===== config.mk =====
export PLATFORM = sky130hd
export DESIGN_NAME = oms_ctrl
export DESIGN_NICKNAME = d
export VERILOG_FILES = /design/src/hdl/oms_pkg.sv /design/src/hdl/oms_ctrl.sv
export SDC_FILE = /design/constraint.sdc
export NUM_CORES = 1
export LEC_CHECK = 0
export ABC_AREA = 1
export BUFFER_PORTS_ARGS = -buffer_cell sky130_fd_sc_hd__buf_2
export CORE_MARGIN = 2
export CORE_UTILIZATION = 37
export CTS_BUF_LIST = sky130_fd_sc_hd__clkbuf_8 sky130_fd_sc_hd__clkbuf_16
export DETAILED_ROUTE_END_ITERATION = 10
export SYNTH_ARGS = -nofsm -noshare
export SYNTH_HDL_FRONTEND = slang
export SYNTH_SLANG_ARGS = --single-unit

===== constraint.sdc =====
create_clock -name i_clk -period 3.7 [get_ports i_clk]
set_input_delay 1.11 -clock i_clk [delete_from_list [all_inputs] [get_ports i_clk]]
set_output_delay 1.11 -clock i_clk [all_outputs]
set_load 0.01 [all_outputs]

===== src/hdl/oms_pkg.sv =====
`timescale 1ns / 1ps
package oms_pkg;

    localparam int MAX_ITEMS_DEF = 64;
    localparam int LABEL_W       = 7;
    localparam int STACK_DEPTH   = 8;
    localparam int STACK_IDX_W   = $clog2(STACK_DEPTH);
    localparam int SP_W          = $clog2(STACK_DEPTH + 1);

    localparam logic OPER_START  = 1'b0;
    localparam logic OPER_ANSWER = 1'b1;

    localparam logic KIND_QUERY = 1'b0;
    localparam logic KIND_ORDER = 1'b1;

    localparam logic [1:0] STG_NEW     = 2'd0;
    localparam logic [1:0] STG_LEFT    = 2'd1;
    localparam logic [1:0] STG_MERGE   = 2'd2;
    localparam logic [1:0] STG_MERGING = 2'd3;

    typedef enum logic [4:0] {
        ST_IDLE,
        ST_INIT,
        ST_TOP,
        ST_P_RD_LO,
        ST_M_RD_L,
        ST_V_TOP,
        ST_V_RD_B,
        ST_MX_RD,
        ST_CHK,
        ST_WAIT,
        ST_ANS_B,
        ST_ANS_W,
        ST_RESOLVE,
        ST_SWAP2,
        ST_CP_WR,
        ST_CB_RD,
        ST_CB_WR,
        ST_E_RD,
        ST_E_OUT
    } t_state;

    typedef enum logic [1:0] {
        CTX_PAIR,
        CTX_MERGE,
        CTX_VERIFY
    } t_ctx;

    typedef enum logic [5:0] {
        OP_NONE,
        OP_START,
        OP_INIT_WR,
        OP_POP,
        OP_SPLIT_R,
        OP_SPLIT_L,
        OP_MERGE_INIT,
        OP_PAIR_RD_UP,
        OP_PAIR_RD_LO,
        OP_RD_RIGHT,
        OP_M_RD_L,
        OP_CP_LEFT,
        OP_CP_RIGHT,
        OP_CP_WR,
        OP_CB_START,
        OP_CB_RD,
        OP_CB_WR,
        OP_VSTART,
        OP_V_RD_A,
        OP_V_RD_B,
        OP_MX_RD_A,
        OP_SET_RES,
        OP_QUERY,
        OP_ANS,
        OP_WR_A_RD_B,
        OP_WR_B,
        OP_SWAP1,
        OP_SWAP2,
        OP_MERGE_TAKE,
        OP_VNEXT,
        OP_VFAIL,
        OP_EMIT_START,
        OP_E_RD,
        OP_E_OUT
    } t_op;

    typedef struct packed {
        logic       sp_empty;
        logic [1:0] stage;
        logic       range_le;
        logic       range_two;
        logic       lok;
        logic       rok;
        logic       cb_last;
        logic       k_last;
        logic       vdone;
        logic       known_lt;
        logic       known_gt;
        logic       res;
        logic       out_free;
        logic       out_empty;
    } t_status;

endpackage


===== src/hdl/oms_ctrl.sv =====
`timescale 1ns / 1ps
module oms_ctrl (
    input  logic             i_clk,
    input  logic             i_rst_n,
    input  logic             i_in_valid,
    input  logic             i_in_operation,
    output logic             o_in_ready,
    input  oms_pkg::t_status i_status,
    output oms_pkg::t_op     o_op
);
    oms_pkg::t_state r_state, n_state;
    oms_pkg::t_ctx   r_ctx, n_ctx;
    logic            w_acc;

    assign o_in_ready = ((r_state == oms_pkg::ST_IDLE) || (r_state == oms_pkg::ST_WAIT))
                        && i_status.out_empty;
    assign w_acc = i_in_valid && o_in_ready;

    always_ff @(posedge i_clk) begin
        if (!i_rst_n) begin
            r_state <= oms_pkg::ST_IDLE;
            r_ctx   <= oms_pkg::CTX_PAIR;
        end else begin
            r_state <= n_state;
            r_ctx   <= n_ctx;
        end
    end

    always_comb begin
        n_state = r_state;
        n_ctx   = r_ctx;
        o_op    = oms_pkg::OP_NONE;
        case (r_state)
            oms_pkg::ST_IDLE: begin
                if (w_acc && i_in_operation == oms_pkg::OPER_START) begin
                    o_op    = oms_pkg::OP_START;
                    n_state = oms_pkg::ST_INIT;
                end
            end
            oms_pkg::ST_WAIT: begin
                if (w_acc) begin
                    if (i_in_operation == oms_pkg::OPER_START) begin
                        o_op    = oms_pkg::OP_START;
                        n_state = oms_pkg::ST_INIT;
                    end else begin
                        o_op    = oms_pkg::OP_ANS;
                        n_state = oms_pkg::ST_ANS_B;
                    end
                end
            end
            oms_pkg::ST_INIT: begin
                o_op = oms_pkg::OP_INIT_WR;
                if (i_status.k_last) begin
                    n_state = oms_pkg::ST_TOP;
                end
            end
            oms_pkg::ST_TOP: begin
                if (i_status.sp_empty) begin
                    o_op    = oms_pkg::OP_VSTART;
                    n_state = oms_pkg::ST_V_TOP;
                end else begin
                    case (i_status.stage)
                        oms_pkg::STG_NEW: begin
                            if (i_status.range_le) begin
                                o_op = oms_pkg::OP_POP;
                            end else if (i_status.range_two) begin
                                o_op    = oms_pkg::OP_PAIR_RD_UP;
                                n_ctx   = oms_pkg::CTX_PAIR;
                                n_state = oms_pkg::ST_P_RD_LO;
                            end else begin
                                o_op = oms_pkg::OP_SPLIT_R;
                            end
                        end
                        oms_pkg::STG_LEFT:  o_op = oms_pkg::OP_SPLIT_L;
                        oms_pkg::STG_MERGE: o_op = oms_pkg::OP_MERGE_INIT;
                        default: begin
                            if (i_status.lok && i_status.rok) begin
                                o_op    = oms_pkg::OP_RD_RIGHT;
                                n_ctx   = oms_pkg::CTX_MERGE;
                                n_state = oms_pkg::ST_M_RD_L;
                            end else if (i_status.lok) begin
                                o_op    = oms_pkg::OP_CP_LEFT;
                                n_state = oms_pkg::ST_CP_WR;
                            end else if (i_status.rok) begin
                                o_op    = oms_pkg::OP_CP_RIGHT;
                                n_state = oms_pkg::ST_CP_WR;
                            end else begin
                                o_op    = oms_pkg::OP_CB_START;
                                n_state = oms_pkg::ST_CB_RD;
                            end
                        end
                    endcase
                end
            end
            oms_pkg::ST_P_RD_LO: begin
                o_op    = oms_pkg::OP_PAIR_RD_LO;
                n_state = oms_pkg::ST_MX_RD;
            end
            oms_pkg::ST_M_RD_L: begin
                o_op    = oms_pkg::OP_M_RD_L;
                n_state = oms_pkg::ST_MX_RD;
            end
            oms_pkg::ST_V_TOP: begin
                if (i_status.vdone) begin
                    o_op    = oms_pkg::OP_EMIT_START;
                    n_state = oms_pkg::ST_E_RD;
                end else begin
                    o_op    = oms_pkg::OP_V_RD_A;
                    n_ctx   = oms_pkg::CTX_VERIFY;
                    n_state = oms_pkg::ST_V_RD_B;
                end
            end
            oms_pkg::ST_V_RD_B: begin
                o_op    = oms_pkg::OP_V_RD_B;
                n_state = oms_pkg::ST_MX_RD;
            end
            oms_pkg::ST_MX_RD: begin
                o_op    = oms_pkg::OP_MX_RD_A;
                n_state = oms_pkg::ST_CHK;
            end
            oms_pkg::ST_CHK: begin
                if (i_status.known_lt || i_status.known_gt) begin
                    o_op    = oms_pkg::OP_SET_RES;
                    n_state = oms_pkg::ST_RESOLVE;
                end else begin
                    o_op    = oms_pkg::OP_QUERY;
                    n_state = oms_pkg::ST_WAIT;
                end
            end
            oms_pkg::ST_ANS_B: begin
                o_op    = oms_pkg::OP_WR_A_RD_B;
                n_state = oms_pkg::ST_ANS_W;
            end
            oms_pkg::ST_ANS_W: begin
                o_op    = oms_pkg::OP_WR_B;
                n_state = oms_pkg::ST_RESOLVE;
            end
            oms_pkg::ST_RESOLVE: begin
                case (r_ctx)
                    oms_pkg::CTX_PAIR: begin
                        if (i_status.res) begin
                            o_op    = oms_pkg::OP_SWAP1;
                            n_state = oms_pkg::ST_SWAP2;
                        end else begin
                            o_op    = oms_pkg::OP_POP;
                            n_state = oms_pkg::ST_TOP;
                        end
                    end
                    oms_pkg::CTX_MERGE: begin
                        o_op    = oms_pkg::OP_MERGE_TAKE;
                        n_state = oms_pkg::ST_TOP;
                    end
                    default: begin
                        if (i_status.res) begin
                            o_op    = oms_pkg::OP_VNEXT;
                            n_state = oms_pkg::ST_V_TOP;
                        end else begin
                            o_op    = oms_pkg::OP_VFAIL;
                            n_state = oms_pkg::ST_E_RD;
                        end
                    end
                endcase
            end
            oms_pkg::ST_SWAP2: begin
                o_op    = oms_pkg::OP_SWAP2;
                n_state = oms_pkg::ST_TOP;
            end
            oms_pkg::ST_CP_WR: begin
                o_op    = oms_pkg::OP_CP_WR;
                n_state = oms_pkg::ST_TOP;
            end
            oms_pkg::ST_CB_RD: begin
                o_op    = oms_pkg::OP_CB_RD;
                n_state = oms_pkg::ST_CB_WR;
            end
            oms_pkg::ST_CB_WR: begin
                o_op    = oms_pkg::OP_CB_WR;
                n_state = i_status.cb_last ? oms_pkg::ST_TOP : oms_pkg::ST_CB_RD;
            end
            oms_pkg::ST_E_RD: begin
                o_op    = oms_pkg::OP_E_RD;
                n_state = oms_pkg::ST_E_OUT;
            end
            oms_pkg::ST_E_OUT: begin
                if (i_status.out_free) begin
                    o_op    = oms_pkg::OP_E_OUT;
                    n_state = i_status.k_last ? oms_pkg::ST_IDLE : oms_pkg::ST_E_RD;
                end
            end
            default: n_state = oms_pkg::ST_IDLE;
        endcase
    end
endmodule


==> results by group <==
Status
  – Outcome: finished clean

Clock tree
  – CTS Buf Count: 3
  – CTS Buffer Depth: 2
  – Clk slew on worst S/H paths: 0.04 ns
  – Clk_lat worst skew: 0.22 ns
  – Setup bufs post-CTS: 0
  – H-tree depth: 1
  – CTS Root Cell: clkbuf_8
  – Clock sink count: 7
  – Cts hold-fix bufs: 0
  – CTS tree: built
  – CTS resizes: 0

Logic synthesis
  – Synth Net Count: 244
  – Seq/Total Area, Yosys: 0.120
  – Seq cells post-synth: 7
  – Netlist cell types: 26
  – Netlist Area Pre-Place: ~0.0012 sq mm
  – Synth Warn #: 0
  – Top post-synthesis cells by area: nand2_1 18%, nor2_1 14%, dfxtp_1 12%
  – Top-area cell type share of the netlist area: 0.177
  – Cell taking the most area after synthesis: nand2_1
  – Average size of a mapped cell: ~5.3 sq um
  – Gate Count Post-Synth: 220

Cells and area
  – Diode count: 0
  – Synth-to-Final Area Change: 19.3%
  – Final design instance area without fill: 0.00139 sq mm
  – Nets@finish: 274
  – Commonest non-fill, non-tap cell in the layout: nand2_1
  – Share of cells above drive strength 1: 0.197
  – Commonest cells after routing, fill and taps aside: 55 x nand2_1, 45 x nor2_1, 28 x inv_1, 25 x buf_2, 20 x nand3_1

Detailed routing
  – Number of detailed-route iterations in the first pass: 4
  – Antenna-violating nets left: 0
  – Final wirelength: about 3.4 mm
  – Via Count: between 1,000 and 1,500
  – Initial drt markers: roughly 100
  – Via density: 5.03
  – DR DRC count: 0
  – DR WL/cell: 11.7 um

Setup path
  – Kind of critical path: in -> out
  – CP Cell Sequence: buf_2 -> inv_1 -> ha_1 -> inv_1 -> o21ai_0 -> o21bai_1 -> o21ai_0 -> a21oi_1 -> nand3_1 -> buf_2
  – Slowest CP cell: ha_1
  – Critical path buffers and inverters: 4
  – WP data arrival: about 2.3 ns
  – Critical path startpoint category: input pin
  – Data required, critical path: 2.59 ns
  – Endpoint type of the worst setup path: output port
  – CP delay by family, top: compound AO/OA/AOI/OAI gates
  – CP max FO: 3
  – Crit-path max cell delay: 0.29 ns

Floorplanning
  – Die W: 60.1 um
  – Height of the die: 60.1 um
  – Num rows: 20
  – Area of the die: 0.00362 sq mm
  – Initial core utilization: 0.385
  – IO Pins: 26
  – Core Footprint: 0.00303 sq mm

STA
  – Hold_ws: around 0.6 ns
  – Worst Skew: ~0.00026 ns
  – Relative slew slack: 0.761
  – Post-route minimum period: 3.40 ns
  – Slew Limit Fails: 0
  – Final setup viols: 0
  – Worst setup margin: 0.299 ns
  – Final period utilization: 0.919
  – Hold Fails Final Rpt: 0
  – RSZ-0062 raised after global routing: no
  – Final setup TNS: 0 ns
  – Max Freq: 294 MHz
  – Least-Margin Pin Slew: 0.355 ns

Power
  – Leakage: 0.820 nW
  – PD cells: roughly 540 mW/mm^2
  – Power, Total: 758 uW
  – Peak VDD IR: roughly 0.37 mV

GRT
  – Initial antenna violation count: 0
  – Overflow after GRT: 0
  – Gr usage total: 0.194
  – First-pass GRT wire length: roughly 5.3 mm
  – Number of global-route vias before repair: 1,250
  – Largest net degree at the start of global routing: 11

Run
  – Maxcap violations: 0

Placement
  – I/O Buffers: 25
  – Post-DP HPWL: 2.92 mm
  – Final Wtd Congestion: 0.887
  – Pre-CTS WS: about 0.32 ns
  – Placed Instance Area: 0.00135 sq mm

Hold path
  – Hold WC Path Type: reg -> reg
==> stage by stage <==
stage,utilization,instances
2_1_floorplan,-,220
3_3_place_gp,0.445,289
3_5_place_dp,0.445,289
4_1_cts,0.460,293
5_1_grt,0.460,293
6_report,0.460,293
==> final timing paths <==
path	end	slack, ns	cells past startpoint	startpoint
worst min register to register	r_ctx[0]	0.59	4	r_ctx[0]
worst max-delay path	o_op[2]	0.30	10	i_status[12]
worst max register to register	r_state[1]	2.11	9	r_state[2]
worst min-delay path	r_ctx[0]	0.59	4	r_ctx[0]
==> flip-flops by register name, indices dropped and copies added (netlist names) <==
name and flops:
r_ctx 2, r_state 5
==> cells in the mapped netlist <==
cell,number
nand2_1,55
nor2_1,45
inv_1,27
nand3_1,20
o21ai_0,12
a21oi_1,8
dfxtp_1,7
ha_1,5
inv_2,5
nand4_1,5
nand3_2,4
nor2_2,4
o21ai_1,4
nor2_4,3
a211oi_1,2
and3_1,2
nand2_2,2
nor4_1,2
a21boi_0,1
inv_4,1
nand2_4,1
nand3b_1,1
nand4_2,1
nor3_1,1
nor3b_1,1
o21bai_1,1
==> layer usage <==
layer,share of wire,vias to the layer above,GRT usage
li1,-,764,-
met4,0.013,0,0.0667
met1,0.47,650,0.285
met3,0.081,6,0.0130
met2,0.43,53,0.297
met5,0,-,0
==> area by class of cell <==
class                      instances  area (sq um)
fill                             326          1640
tap                               44          55.1
inverter                          33           126
clock buffer                       3          41.3
sequential                         7           140
clock inverter                     1          3.75
multi-input combinational        180           900
timing repair buffer              25           125
==> tightest hold or removal path: stages (launching register included) <==
cell,delay [ns]
dfxtp_1,0.30
inv_1,0.08
nand2_1,0.05
o21ai_1,0.07
nor2_1,0.04
==> report_power, final <==
| group | switching, mW | internal [mW] | total (mW) |
|---|---|---|---|
| combinational | 0.345 | 0.186 | 0.530 |
| clock | 0.0294 | 0.0714 | 0.101 |
| sequential | 0.0323 | 0.0948 | 0.127 |
| total | 0.406 | 0.352 | 0.758 |
==> cell families after synthesis <==
group / synth area share
adder cells (fa/ha/maj): 0.0536
AND/OR/NAND/NOR: 0.589
flip-flops: 0.120
AO/OA/AOI/OAI: 0.129
buffers and inverters: 0.108
No activity file was read; power rests on OpenSTA's default activity.
